--- src/hdl/sdspi_pkg.sv ---
`timescale 1ns / 1ps
`default_nettype none

package sdspi_pkg;

  // Request opcodes
  localparam logic OP_START = 1'b0;
  localparam logic OP_RX    = 1'b1;

  // Response kinds of a command
  localparam logic [3:0] RK_NONE = 4'd0;
  localparam logic [3:0] RK_R1   = 4'd1;
  localparam logic [3:0] RK_R1B  = 4'd2;
  localparam logic [3:0] RK_R2   = 4'd3;
  localparam logic [3:0] RK_R3   = 4'd4;
  localparam logic [3:0] RK_R7   = 4'd8;

  // Result kinds
  localparam logic [1:0] KIND_TX   = 2'd0;
  localparam logic [1:0] KIND_DATA = 2'd1;
  localparam logic [1:0] KIND_FIN  = 2'd2;

  // Transfer phases
  localparam logic [3:0] PH_IDLE            = 4'd0;
  localparam logic [3:0] PH_WAIT_R1         = 4'd1;
  localparam logic [3:0] PH_WAIT_R1B        = 4'd2;
  localparam logic [3:0] PH_WAIT_REG_TOKEN  = 4'd3;
  localparam logic [3:0] PH_REG_BYTES       = 4'd4;
  localparam logic [3:0] PH_REG_CRC         = 4'd5;
  localparam logic [3:0] PH_WORD_BYTES      = 4'd6;
  localparam logic [3:0] PH_WAIT_DATA_TOKEN = 4'd7;
  localparam logic [3:0] PH_DATA            = 4'd8;
  localparam logic [3:0] PH_DATA_CRC        = 4'd9;

  // Bus bytes and command numbers
  localparam logic [7:0] BYTE_FILL  = 8'hFF;
  localparam logic [7:0] BYTE_TOKEN = 8'hFE;
  localparam logic [5:0] CMD_GO_IDLE  = 6'd0;
  localparam logic [5:0] CMD_SEND_CID = 6'd2;
  localparam logic [5:0] CMD_SEND_CSD = 6'd9;
  localparam logic [9:0] POLL_LIMIT_RESET = 10'd999;
  localparam logic [6:0] CRC7_POLY = 7'h09;

  typedef struct packed {
    logic        opcode;
    logic        has_command;
    logic [5:0]  cmd_index;
    logic [31:0] cmd_arg;
    logic [3:0]  resp_kind;
    logic        data_read;
    logic [15:0] data_length;
    logic [7:0]  rx_byte;
  } req_t;

  typedef struct packed {
    logic [1:0]  kind;
    logic [7:0]  byte_value;
    logic        chip_select;
    logic        success;
    logic [31:0] resp_word0;
    logic [31:0] resp_word1;
    logic [31:0] resp_word2;
    logic [31:0] resp_word3;
    logic        last;
  } rsp_t;

  // Advance CRC-7 (x^7+x^3+1) over one byte, msb first
  function automatic logic [6:0] crc7_byte(input logic [6:0] crc_in, input logic [7:0] b);
    logic [6:0] c;
    logic       fb;
    c = crc_in;
    for (int k = 7; k >= 0; k--) begin
      fb = c[6] ^ b[k];
      c  = {c[5:0], 1'b0};
      if (fb) begin
        c = c ^ CRC7_POLY;
      end
    end
    return c;
  endfunction

endpackage

`default_nettype wire

--- src/hdl/sdspi_if.sv ---
`timescale 1ns / 1ps
`default_nettype none

interface sdspi_req_if import sdspi_pkg::*; ();
  logic valid;
  logic ready;
  req_t data;

  modport source (output valid, output data, input ready);
  modport sink (input valid, input data, output ready);
endinterface

interface sdspi_rsp_if import sdspi_pkg::*; ();
  logic valid;
  logic ready;
  rsp_t data;

  modport source (output valid, output data, input ready);
  modport sink (input valid, input data, output ready);
endinterface

`default_nettype wire

--- src/hdl/sd_spi_command_engine_core.sv ---
`timescale 1ns / 1ps
`default_nettype none

// SD card command engine, SPI mode, host side. A start item selects the card and
// produces the command frame (0x40|index, argument msb first, CRC-7 with end bit),
// preceded by IDLE_BYTES deselected 0xFF bytes for command 0. Each received byte
// from the card is then fed in as an item; the engine polls for R1/R1b, collects
// R3/R7 and CID/CSD words, passes read data bytes on and ends a transfer with a
// deselected 0xFF and a finish item carrying success and the response words.
// Results leave one per cycle, unless stalled, through an output register. A
// received byte makes no result, a data byte, or a deselected 0xFF and a finish;
// a start with a command makes the frame, after the 0xFF bytes for command 0,
// plus the 0xFF and finish when it finishes at once; a start without a command
// makes these two only when it finishes at once. The CRC-7 register advances one
// frame byte per cycle, unless stalled, as the frame goes out. poll_limit must be
// written only while the block is idle (not enforced); zero counts as one try.
module sd_spi_command_engine_core import sdspi_pkg::*; #(
  parameter int IDLE_BYTES = 10
) (
  input  wire logic       clk,
  input  wire logic       rst,
  input  wire logic       cfg_we,
  input  wire logic [9:0] cfg_wdata,
  sdspi_req_if.sink       req,
  sdspi_rsp_if.source     rsp
);

  localparam int SW = $clog2(IDLE_BYTES + 9);

  // Item holding register and result step
  req_t          hold;
  logic          hold_valid;
  logic [SW-1:0] step;

  // Transfer state
  logic [9:0]  poll_limit;
  logic [3:0]  phase;
  logic [9:0]  poll_count;
  logic [15:0] byte_count;
  logic [31:0] resp_word [4];
  logic        ok_flag;
  logic [5:0]  held_index;
  logic [3:0]  held_kind;
  logic        held_read;
  logic [15:0] held_length;
  logic [6:0]  crc;

  logic [3:0]  phase_next;
  logic [9:0]  poll_count_next;
  logic [15:0] byte_count_next;
  logic [31:0] resp_word_next [4];
  logic        ok_flag_next;
  logic [5:0]  held_index_next;
  logic [3:0]  held_kind_next;
  logic        held_read_next;
  logic [15:0] held_length_next;

  // Result plan for the held item
  logic [SW-1:0] n_idle;
  logic [2:0]    n_frame;
  logic          n_data;
  logic          fin;
  logic          cmd_done;
  logic          fin_now;
  logic [9:0]    lim;
  logic [10:0]   poll_inc;
  logic          try_fail;
  logic [15:0]   byte_inc;

  // Output register
  rsp_t out_q;
  logic out_valid;

  // Work out next state and result plan of the held item
  always_comb begin
    phase_next       = phase;
    poll_count_next  = poll_count;
    byte_count_next  = byte_count;
    resp_word_next   = resp_word;
    ok_flag_next     = ok_flag;
    held_index_next  = held_index;
    held_kind_next   = held_kind;
    held_read_next   = held_read;
    held_length_next = held_length;
    n_idle           = '0;
    n_frame          = 3'd0;
    n_data           = 1'b0;
    fin              = 1'b0;
    cmd_done         = 1'b0;
    fin_now          = 1'b0;
    lim              = (poll_limit == 10'd0) ? 10'd1 : poll_limit;
    poll_inc         = {1'b0, poll_count} + 11'd1;
    try_fail         = poll_inc >= {1'b0, lim};
    byte_inc         = byte_count + 16'd1;

    if (hold.opcode == OP_START) begin
      held_index_next  = hold.cmd_index;
      held_kind_next   = hold.resp_kind;
      held_read_next   = hold.data_read;
      held_length_next = hold.data_length;
      for (int i = 0; i < 4; i++) begin
        resp_word_next[i] = '0;
      end
      ok_flag_next    = 1'b0;
      poll_count_next = '0;
      byte_count_next = '0;
      if (!hold.has_command) begin
        cmd_done = 1'b1;
      end else begin
        n_idle  = (hold.cmd_index == CMD_GO_IDLE) ? SW'(IDLE_BYTES) : '0;
        n_frame = 3'd6;
        if (hold.resp_kind == RK_R1 || hold.resp_kind == RK_R2 ||
            hold.resp_kind == RK_R3 || hold.resp_kind == RK_R7) begin
          phase_next = PH_WAIT_R1;
        end else if (hold.resp_kind == RK_R1B) begin
          phase_next = PH_WAIT_R1B;
        end else begin
          cmd_done = 1'b1;
        end
      end
    end else begin
      unique case (phase)
        PH_WAIT_R1: begin
          if (!hold.rx_byte[7]) begin
            poll_count_next = '0;
            if (held_kind == RK_R1 &&
                (held_index == CMD_SEND_CID || held_index == CMD_SEND_CSD)) begin
              phase_next = PH_WAIT_REG_TOKEN;
            end else if (held_kind == RK_R3 || held_kind == RK_R7) begin
              byte_count_next = '0;
              phase_next      = PH_WORD_BYTES;
            end else begin
              ok_flag_next = 1'b1;
              cmd_done     = 1'b1;
            end
          end else begin
            poll_count_next = try_fail ? 10'd0 : poll_inc[9:0];
            cmd_done        = try_fail;
          end
        end
        PH_WAIT_R1B: begin
          if (hold.rx_byte == 8'd0) begin
            ok_flag_next = 1'b1;
            cmd_done     = 1'b1;
          end else begin
            poll_count_next = try_fail ? 10'd0 : poll_inc[9:0];
            cmd_done        = try_fail;
          end
        end
        PH_WAIT_REG_TOKEN: begin
          if (hold.rx_byte == BYTE_TOKEN) begin
            poll_count_next = '0;
            byte_count_next = '0;
            phase_next      = PH_REG_BYTES;
          end else begin
            poll_count_next = try_fail ? 10'd0 : poll_inc[9:0];
            cmd_done        = try_fail;
          end
        end
        PH_REG_BYTES: begin
          resp_word_next[byte_count[3:2]] =
            {resp_word[byte_count[3:2]][23:0], hold.rx_byte};
          byte_count_next = byte_inc;
          if (byte_inc >= 16'd16) begin
            byte_count_next = '0;
            phase_next      = PH_REG_CRC;
          end
        end
        PH_REG_CRC: begin
          byte_count_next = byte_inc;
          if (byte_inc >= 16'd2) begin
            ok_flag_next = 1'b1;
            cmd_done     = 1'b1;
          end
        end
        PH_WORD_BYTES: begin
          resp_word_next[0] = {resp_word[0][23:0], hold.rx_byte};
          byte_count_next   = byte_inc;
          if (byte_inc >= 16'd4) begin
            ok_flag_next = 1'b1;
            cmd_done     = 1'b1;
          end
        end
        PH_WAIT_DATA_TOKEN: begin
          if (hold.rx_byte == BYTE_TOKEN) begin
            poll_count_next = '0;
            byte_count_next = '0;
            phase_next      = (held_length != 16'd0) ? PH_DATA : PH_DATA_CRC;
          end else begin
            poll_count_next = try_fail ? 10'd0 : poll_inc[9:0];
            fin_now         = try_fail;
          end
        end
        PH_DATA: begin
          n_data          = 1'b1;
          byte_count_next = byte_inc;
          if (byte_inc >= held_length) begin
            byte_count_next = '0;
            phase_next      = PH_DATA_CRC;
          end
        end
        PH_DATA_CRC: begin
          byte_count_next = byte_inc;
          if (byte_inc >= 16'd2) begin
            ok_flag_next = 1'b1;
            fin_now      = 1'b1;
          end
        end
        default: begin
          phase_next = PH_IDLE;
        end
      endcase
    end

    // Close the command part: go on to the read phase or finish
    if (cmd_done) begin
      poll_count_next = '0;
      byte_count_next = '0;
      if (held_read_next) begin
        phase_next = PH_WAIT_DATA_TOKEN;
      end else begin
        fin_now = 1'b1;
      end
    end
    if (fin_now) begin
      fin        = 1'b1;
      phase_next = PH_IDLE;
    end
  end

  // Pick the result at the current step
  logic [SW-1:0] total;
  logic [SW-1:0] fidx;
  logic [SW-1:0] didx;
  logic [SW-1:0] eidx;
  logic          frame_upd;
  rsp_t          gen;

  always_comb begin
    total     = n_idle + SW'(n_frame) + SW'(n_data) + (fin ? SW'(2) : SW'(0));
    fidx      = step - n_idle;
    didx      = fidx - SW'(n_frame);
    eidx      = didx - SW'(n_data);
    frame_upd = 1'b0;
    gen       = '0;
    if (step < n_idle) begin
      gen.kind       = KIND_TX;
      gen.byte_value = BYTE_FILL;
    end else if (fidx < SW'(n_frame)) begin
      gen.kind        = KIND_TX;
      gen.chip_select = 1'b1;
      frame_upd       = (fidx < SW'(5));
      unique case (fidx[2:0])
        3'd0:    gen.byte_value = {2'b01, hold.cmd_index};
        3'd1:    gen.byte_value = hold.cmd_arg[31:24];
        3'd2:    gen.byte_value = hold.cmd_arg[23:16];
        3'd3:    gen.byte_value = hold.cmd_arg[15:8];
        3'd4:    gen.byte_value = hold.cmd_arg[7:0];
        default: gen.byte_value = {crc, 1'b1};
      endcase
    end else if (didx < SW'(n_data)) begin
      gen.kind        = KIND_DATA;
      gen.byte_value  = hold.rx_byte;
      gen.chip_select = 1'b1;
    end else if (eidx == '0) begin
      gen.kind       = KIND_TX;
      gen.byte_value = BYTE_FILL;
    end else begin
      gen.kind       = KIND_FIN;
      gen.success    = ok_flag_next;
      gen.resp_word0 = resp_word_next[0];
      gen.resp_word1 = resp_word_next[1];
      gen.resp_word2 = resp_word_next[2];
      gen.resp_word3 = resp_word_next[3];
    end
    gen.last = (step == total - SW'(1));
  end

  // Handshake control
  logic gen_valid;
  logic load;
  logic done;
  logic accept;

  assign gen_valid = hold_valid && (total != '0);
  assign load      = gen_valid && (!out_valid || rsp.ready);
  assign done      = hold_valid && ((total == '0) || (load && gen.last));
  assign req.ready = !hold_valid || done;
  assign accept    = req.valid && req.ready;
  assign rsp.valid = out_valid;
  assign rsp.data  = out_q;

  // Hold the item payload
  always_ff @(posedge clk) begin
    if (accept) begin
      hold <= req.data;
    end
  end

  // Drive the output payload
  always_ff @(posedge clk) begin
    if (load) begin
      out_q <= gen;
    end
  end

  // Advance control and commit state when an item is done
  always_ff @(posedge clk) begin
    if (rst) begin
      poll_limit  <= POLL_LIMIT_RESET;
      hold_valid  <= 1'b0;
      step        <= '0;
      out_valid   <= 1'b0;
      crc         <= '0;
      phase       <= PH_IDLE;
      poll_count  <= '0;
      byte_count  <= '0;
      ok_flag     <= 1'b0;
      held_index  <= '0;
      held_kind   <= '0;
      held_read   <= 1'b0;
      held_length <= '0;
      for (int i = 0; i < 4; i++) begin
        resp_word[i] <= '0;
      end
    end else begin
      if (cfg_we) begin
        poll_limit <= cfg_wdata;
      end
      if (accept) begin
        hold_valid <= 1'b1;
      end else if (done) begin
        hold_valid <= 1'b0;
      end
      if (load) begin
        out_valid <= 1'b1;
      end else if (rsp.ready) begin
        out_valid <= 1'b0;
      end
      if (done) begin
        step        <= '0;
        crc         <= '0;
        phase       <= phase_next;
        poll_count  <= poll_count_next;
        byte_count  <= byte_count_next;
        ok_flag     <= ok_flag_next;
        held_index  <= held_index_next;
        held_kind   <= held_kind_next;
        held_read   <= held_read_next;
        held_length <= held_length_next;
        resp_word   <= resp_word_next;
      end else if (load) begin
        step <= step + SW'(1);
        if (frame_upd) begin
          crc <= crc7_byte(crc, gen.byte_value);
        end
      end
    end
  end

`ifndef NO_ASSERTIONS
  // Status fields stay clear on every result other than the finish
  assert property (@(posedge clk) disable iff (rst)
    rsp.valid && rsp.data.kind != KIND_FIN |->
      !rsp.data.success && rsp.data.resp_word0 == '0 && rsp.data.resp_word3 == '0)
    else $error("status set on a non-finish result");

  // Input is held off only while an item is being worked
  assert property (@(posedge clk) disable iff (rst)
    !req.ready |-> hold_valid)
    else $error("ready low with no item held");

  // No poll count survives into idle
  assert property (@(posedge clk) disable iff (rst)
    phase == PH_IDLE |-> poll_count == '0)
    else $error("poll count left over in idle");

  // CRC register starts clean for every item
  assert property (@(posedge clk) disable iff (rst)
    !hold_valid |-> crc == '0)
    else $error("CRC not cleared between items");
`endif

endmodule

`default_nettype wire
--- src/flat_wrapper.sv ---
// flat-port wrapper written by rule: the top's interface ports become plain ports
module sd_spi_command_engine_core_flat import sdspi_pkg::*;
#(
  parameter int IDLE_BYTES = 10
)
  (clk, rst, cfg_we, cfg_wdata, req_valid, req_data, req_ready, rsp_valid, rsp_data, rsp_ready);
  sdspi_req_if req_i ();
  sdspi_rsp_if rsp_i ();
  input  wire logic clk;
  input  wire logic rst;
  input  wire logic cfg_we;
  input  wire logic [9:0] cfg_wdata;
  input wire logic [$bits(req_i.valid)-1:0] req_valid;
  input wire logic [$bits(req_i.data)-1:0] req_data;
  output wire logic [$bits(req_i.ready)-1:0] req_ready;
  output wire logic [$bits(rsp_i.valid)-1:0] rsp_valid;
  output wire logic [$bits(rsp_i.data)-1:0] rsp_data;
  input wire logic [$bits(rsp_i.ready)-1:0] rsp_ready;
  assign req_i.valid = req_valid;
  assign req_i.data = req_data;
  assign req_ready = req_i.ready;
  assign rsp_valid = rsp_i.valid;
  assign rsp_data = rsp_i.data;
  assign rsp_i.ready = rsp_ready;
  sd_spi_command_engine_core #(.IDLE_BYTES(IDLE_BYTES)) u_core (.clk(clk), .rst(rst), .cfg_we(cfg_we), .cfg_wdata(cfg_wdata), .req(req_i), .rsp(rsp_i));
endmodule
--- config.mk ---
export PLATFORM = sky130hd
export DESIGN_NAME = sd_spi_command_engine_core_flat
export DESIGN_NICKNAME = d
export VERILOG_FILES = /design/src/hdl/sdspi_pkg.sv /design/src/hdl/sdspi_if.sv /design/src/hdl/sd_spi_command_engine_core.sv /design/src/flat_wrapper.sv
export SDC_FILE = /design/constraint.sdc
export NUM_CORES = 1
export LEC_CHECK = 0
export BUFFER_PORTS_ARGS = -buffer_cell sky130_fd_sc_hd__buf_4
export CAP_MARGIN = 20
export CORE_MARGIN = 2
export CORE_UTILIZATION = 45
export CTS_CLUSTER_SIZE = 14
export DETAILED_ROUTE_END_ITERATION = 6
export PLACE_DENSITY = 0.74
export SYNTH_ARGS = -nofsm -noshare
export SYNTH_HDL_FRONTEND = slang
export SYNTH_SLANG_ARGS = --single-unit
export TNS_END_PERCENT = 1
--- constraint.sdc ---
create_clock -name clk -period 12.4 [get_ports clk]
set_input_delay 0.62 -clock clk [delete_from_list [all_inputs] [get_ports clk]]
set_output_delay 0.62 -clock clk [all_outputs]
set_load 0.02 [all_outputs]
* Word level (Yosys, flattened, before mapping)
Cells that the tools add are included.
** Storage, ports and cells
- Register bits :: 420
- Output and inout bits :: 143
- Word-level logic and storage cells :: 270
** Cells by class
- $add $sub $neg :: 10
- Magnitude comparators :: 11
- Eq/ne operators :: 32
- Muxes and demuxes :: 125
- Bitwise gates (word level) :: 18
- Reductions and logical operators :: 39
** Operators with widths (number)
- 7-bit two-way mux :: 28
- 128-bit bitwise mux :: 1
- 128-bit two-way mux :: 1
- 16-bit two-way mux :: 8
- 96-bit two-way mux :: 1
- 4-bit two-way mux :: 23
- 16-bit one-hot mux with 5 select lines :: 1
- 10-bit two-way mux :: 7
- 32-bit binary-select mux with 2-bit select :: 1
- 32-bit demux with 2-bit select :: 1
- 32-bit one-hot mux with 2 select lines :: 1
- 24-bit two-way mux :: 2
- 8-bit one-hot mux with 5 select lines :: 1
- 1-bit two-way mux :: 33
- 32-bit two-way mux :: 1
- 10-bit one-hot mux with 3 select lines :: 1
- 4-bit by 3-bit == test with 1-bit output (second input constant) :: 6
- 4-bit one-hot mux with 6 select lines :: 1
- 4-bit != test (second input constant) :: 5
- 9-bit two-way mux :: 2
- 16-bit by 1-bit adder with 16-bit output (second input constant) :: 1
- 4-bit by 2-bit == test with 1-bit output (second input constant) :: 4
- 4-bit == test (second input constant) :: 4
- 16-bit greater-or-equal comparator :: 1
- other kinds (57) :: 100

* Depth between registers and ports, before layout
- Depth after elaboration :: 57
- Mapped depth :: 30
- Gate-level depth less buffers :: 28

* Least setup slack after synthesis
OpenSTA, ideal clock, no wires.
- Path kind :: reg-to-reg
- From :: reg u_core.poll_count[0]
- To :: reg u_core.crc[6]
- Setup time :: 0.071 ns
- Arrival :: 9.836 ns
- Path slack :: 2.493 ns
- Stages on the path, launching flop included :: 27
- Buffers on the path :: 1
- Cell sequence :: dfxtp_1 ha_1 nand3_1 nor3_1 xor2_1 ha_1 a21oi_1 nor2b_1 a311oi_1 inv_1 a41oi_1 or4_1 o21ai_0 and2_1 a31oi_1 o21ai_0 fa_1 inv_1 ha_1 nand2b_1 nor3_1 nand2b_1 nor2b_1 clkbuf_1 nand3_1 or3_1 a21oi_1
** On the way
- Longest elaborated chain between the ends :: 17
** Ends and longest elaborated chain
- from (decl) :: line sd_spi_command_engine_core.sv:38 : logic [9:0] poll_count;
- from (signal assigned) :: line sd_spi_command_engine_core.sv:344 : poll_count <= poll_count_next;
- 10-bit by 1-bit adder with 11-bit output * :: line sd_spi_command_engine_core.sv:92 : poll_inc = {1'b0, poll_count} + 11'd1;
- 11-bit by 10-bit greater-or-equal comparator with 1-bit output * :: line sd_spi_command_engine_core.sv:93 : try_fail = poll_inc >= {1'b0, lim};
- 1-bit two-way mux :: line sd_spi_command_engine_core.sv:151, sd_spi_command_engine_core.sv:185
- 1-bit one-hot mux with 2 select lines :: line sd_spi_command_engine_core.sv:122 : unique case (phase)
- 1-bit two-way mux :: line sd_spi_command_engine_core.sv:96 : if (hold.opcode == OP_START) begin
- 1-bit two-way mux :: line sd_spi_command_engine_core.sv:219 : if (held_read_next) begin
- 1-bit two-way mux * :: line sd_spi_command_engine_core.sv:216 : if (cmd_done) begin
- 1-bit two-way mux * :: line sd_spi_command_engine_core.sv:225 : if (fin_now) begin
- [2 not listed]
- 5-bit nonzero test * :: line sd_spi_command_engine_core.sv:285 : assign gen_valid = hold_valid && (total != '0);
- 1-bit logical AND * :: line sd_spi_command_engine_core.sv:285
- 1-bit logical AND * :: line sd_spi_command_engine_core.sv:286 : assign load = gen_valid && (!out_valid || rsp.ready);
- net u_core.load :: line sd_spi_command_engine_core.sv:281 : logic load;
- 1-bit logical AND :: line sd_spi_command_engine_core.sv:287 : assign done = hold_valid && ((total == '0) || (load && gen.last));
- 1-bit logical OR :: line sd_spi_command_engine_core.sv:287
- 1-bit logical AND :: line sd_spi_command_engine_core.sv:287
- 2-bit OR reduction (no line)
- to (signal assigned) :: line sd_spi_command_engine_core.sv:355 : crc <= crc7_byte(crc, gen.byte_value);
- to (decl) :: line sd_spi_command_engine_core.sv:46 : logic [6:0] crc;
The timed path passes the listed nets; every way through them passes the cells marked *.
A chain may end at the register's enable or synchronous reset.

* Worst setup path in the final report
- From :: reg u_core.poll_count[0]
- To :: reg u_core.byte_count[13]
** On the way
- Longest elaborated chain between the ends :: 17
** Ends and longest elaborated chain
- 10-bit by 1-bit adder with 11-bit output * :: line sd_spi_command_engine_core.sv:92
- 11-bit by 10-bit greater-or-equal comparator with 1-bit output * :: line sd_spi_command_engine_core.sv:93
- branches (longest 15 deep; another with 5-bit adder)
- to (signal assigned) :: line sd_spi_command_engine_core.sv:345 : byte_count <= byte_count_next;
- to (decl) :: line sd_spi_command_engine_core.sv:39 : logic [15:0] byte_count;
Mark *: on every way between the ends.

==> results.ini <==
[status]
status=complete, but fails checks
violations=design-rule violations

[clock_tree]
post_cts_resized=0
ctsHoldBuffers=0
cts_buffers=45
post-cts-setup-buffers=0
clk_latency_ns=0.59
ctsRootBufferMaster=clkbuf_16
cts_htree_levels=2
cts_tree=done
clk_pin_slew_ns=0.06
cts_max_path_buffers=3
clock_sinks=420

[power]
power.switching_uw=758.4
power_mw=3.159
power.density_mw_per_mm2=139.0
p_int_mw=2.400
p_seq_share_pct=48.8
power.share.switching_pct=24.01
peakVddDrop_mv=0.09812
p_leak_nw=8.321
p_clk_share_pct=42.9
comb_power_share_pct=8.3

[place]
dp_cells=2540
hpwlAfterDp_mm=34.17
place_congestion=0.9206
io_buffers=226

[layout]
drive_gt1_share_pct=18.17
seq_area_mm2=0.01051
instances_no_fill=2626
multiInputGateArea_mm2=0.007911
syn_to_final_growth_pct=19.37
nFillCells=3603
final_cell_mix=309 x nand2_1, 246 x buf_4, 226 x nor2_1
postLayoutCoreUtil_pct=54.29
nets=2172
final_common_cell=nand2_1

[critical_path]
critical_path_required_ns=12.91
cp.arrival_ns=7.95
r2r_cells=28
slowest_stage=nor2_1
r2r_start=u_core.poll_count[0]
start_kind=register
crit_path_max_incr_delay_ns=0.67
worstSetupPathType=register to register
r2r_end=u_core.byte_count[13]
crit_fanout=11
r2r_slack_ns=4.96
endpoint_kind=register

[yosys]
synth_enable_flop_cells=210
synth_fa_ha_area_share_pct=2.642
ys_seq_elements=420
synth_area_leaders=edfxtp_1 33%, dfxtp_1 22%, nand2_1 6.1%
synth_compound_area_share_pct=14.50
synth_top_family_by_area=simple AND/OR/NAND/NOR gates
syn_area_mm2=0.01903
synth_xor_xnor_area_share_pct=2.465
syn-num-nets=2003
synth_area_leader_cell=edfxtp_1
synth.distinct_cells=77
synth-main-ff-cell=edfxtp_1
async_flop_share_pct=0
syn_avg_cell_area_um2=10.12
synth_warnings=0
yosysTopAreaCellShare_pct=33.13
yosys.area_share.simple_pct=16.10
synth_cells=1880
synth_mux_area_share_pct=5.489
synth_seq_area_share_pct=55.22

[worst_hold_path]
min_from=req_data[31]
hold_class=input pin to register
hold_end=u_core.hold[31]
min_delay_path_depth=1

[grt]
grt_use_total_pct=22.96
grt_start_max_net_pins=149
grt_pass1_wl_mm=80.27
antenna_found_initial=1
globalRoute.totalOverflow=0
grt_pass1_vias=14560

[routing]
dr.first_iter.drc_count=1687
vias_per_cell=5.820
vias=15280
drtPass1Iterations=7
wl_per_cell_um=19.59
drc=2
ant_nets=0
drt_wl_total_mm=51.44

[die]
die_area_mm2=0.04396
dieWidth_um=209.7
io_pins=227
die_h_um=209.7
initial_core_util_pct=45.48
fp-row-count=75
fp.coreArea_mm2=0.04185

[sta]
slew_headroom_pct=25.66
tightest_slew_ns=1.115
min_period_ns=7.444
period_share_pct=60.03
hold-worst-slack_ns=0.2172
setup_viol=0
timing_hold_violations_final=0
finalSetupTns_ns=0
rsz0062_at_grt=no
fmax_mhz=134.3
maxSlewViolCount=0
finClkSkew_ns=0.02367

[flow_run]
maxCapViolCount=0

==> power by group through the flow <==
stage | clock network, mW | registers (mW) | logic, mW
floorplan | 0 | 1.58 | 0.148
global placement | 0 | 1.57 | 0.256
detailed placement | 0 | 1.57 | 0.261
CTS | 1.39 | 1.54 | 0.262
global route | 1.44 | 1.55 | 0.285
finish | 1.35 | 1.54 | 0.263
==> critical path: cells and delay by family (launching register included) <==
kind            cells  cell delay [ns]
simple gates       11             2.98
compound gates      8             2.09
fa+ha+maj           4             1.36
xor+xnor            3             0.44
flops               1             0.39
buf+inv             2             0.13
==> cell usage after synthesis (all sizes together) (7+ instances only) <==
| library cell | instances |
|---|---|
| a21o | 12 |
| nand3b | 10 |
| o21ai | 44 |
| or3 | 13 |
| a22o | 7 |
| nand2 | 311 |
| a211oi | 12 |
| nor2 | 226 |
| nor3b | 8 |
| nand3 | 24 |
| mux4 | 27 |
| a21oi | 162 |
| mux2i | 38 |
| edfxtp | 210 |
| clkbuf | 114 |
| nor2b | 13 |
| xnor2 | 25 |
| and3 | 15 |
| nand4 | 11 |
| xor2 | 20 |
| o211ai | 7 |
| a22oi | 97 |
| buf | 13 |
| inv | 48 |
| nor4 | 15 |
| a32oi | 33 |
| or2 | 7 |
| dfxtp | 210 |
| nor3 | 18 |
| nand2b | 14 |
| ha | 37 |
==> worst max-delay path by stage <==
stage                                       end  depth (start not counted)                 start
final                     u_core.byte_count[13]                         28  u_core.poll_count[0]
after detailed placement  u_core.byte_count[13]                         26  u_core.poll_count[0]
after CTS                 u_core.byte_count[13]                         26  u_core.poll_count[0]
after global routing      u_core.byte_count[13]                         28  u_core.poll_count[0]
after floorplan                   u_core.crc[6]                         26  u_core.poll_count[0]
after global placement     u_core.byte_count[7]                         26  u_core.poll_count[0]
==> metal layers <==
metal  track usage, %  part of all wire [%]  up-vias
met5                0                     0        -
met4            8.706                   3.6        0
met3            4.280                   8.0      121
met2            37.36                    48      778
met1            30.61                    41     7279
li1                 -                     -     7106
==> metrics by stage <==
stage / setup slack, ns / area (um^2)
final: 4.956 / 22720
after global placement: 5.404 / 21160
after CTS: 5.055 / 22690
after global routing: 4.347 / 22720
after detailed placement: 5.112 / 21180
after floorplan: 2.493 / 19030
==> final cells by class <==
type	count	share of cell area, %
sequential	420	46.26
multi-input combinational	1282	34.82
timing repair buffer	249	8.458
clock buffer	58	5.622
tap	539	2.968
clock inverter	26	1.019
inverter	51	0.8425
antenna	1	0.01101
==> flip-flops by register name, indices dropped and copies added, names as in the netlist <==
signal	count
u_core.byte_count	16
u_core.poll_count	10
u_core.hold_valid	1
u_core.held_length	16
u_core.step	5
u_core.resp_word	128
u_core.rsp.valid	1
u_core.held_index	6
u_core.held_kind	4
u_core.poll_limit	10
u_core.rsp.data	141
u_core.phase	4
u_core.hold	69
u_core.crc	7
u_core.ok_flag	1
u_core.held_read	1
==> logic make-up after synthesis <==
family	Yosys count
AND/OR/NAND/NOR	701
multiplexers	70
AO/OA/AOI/OAI	424
flip-flops	420
adder cells (fa/ha/maj)	39
XOR/XNOR	48
buffers and inverters	178
Power figures use the tool's default switching activity.
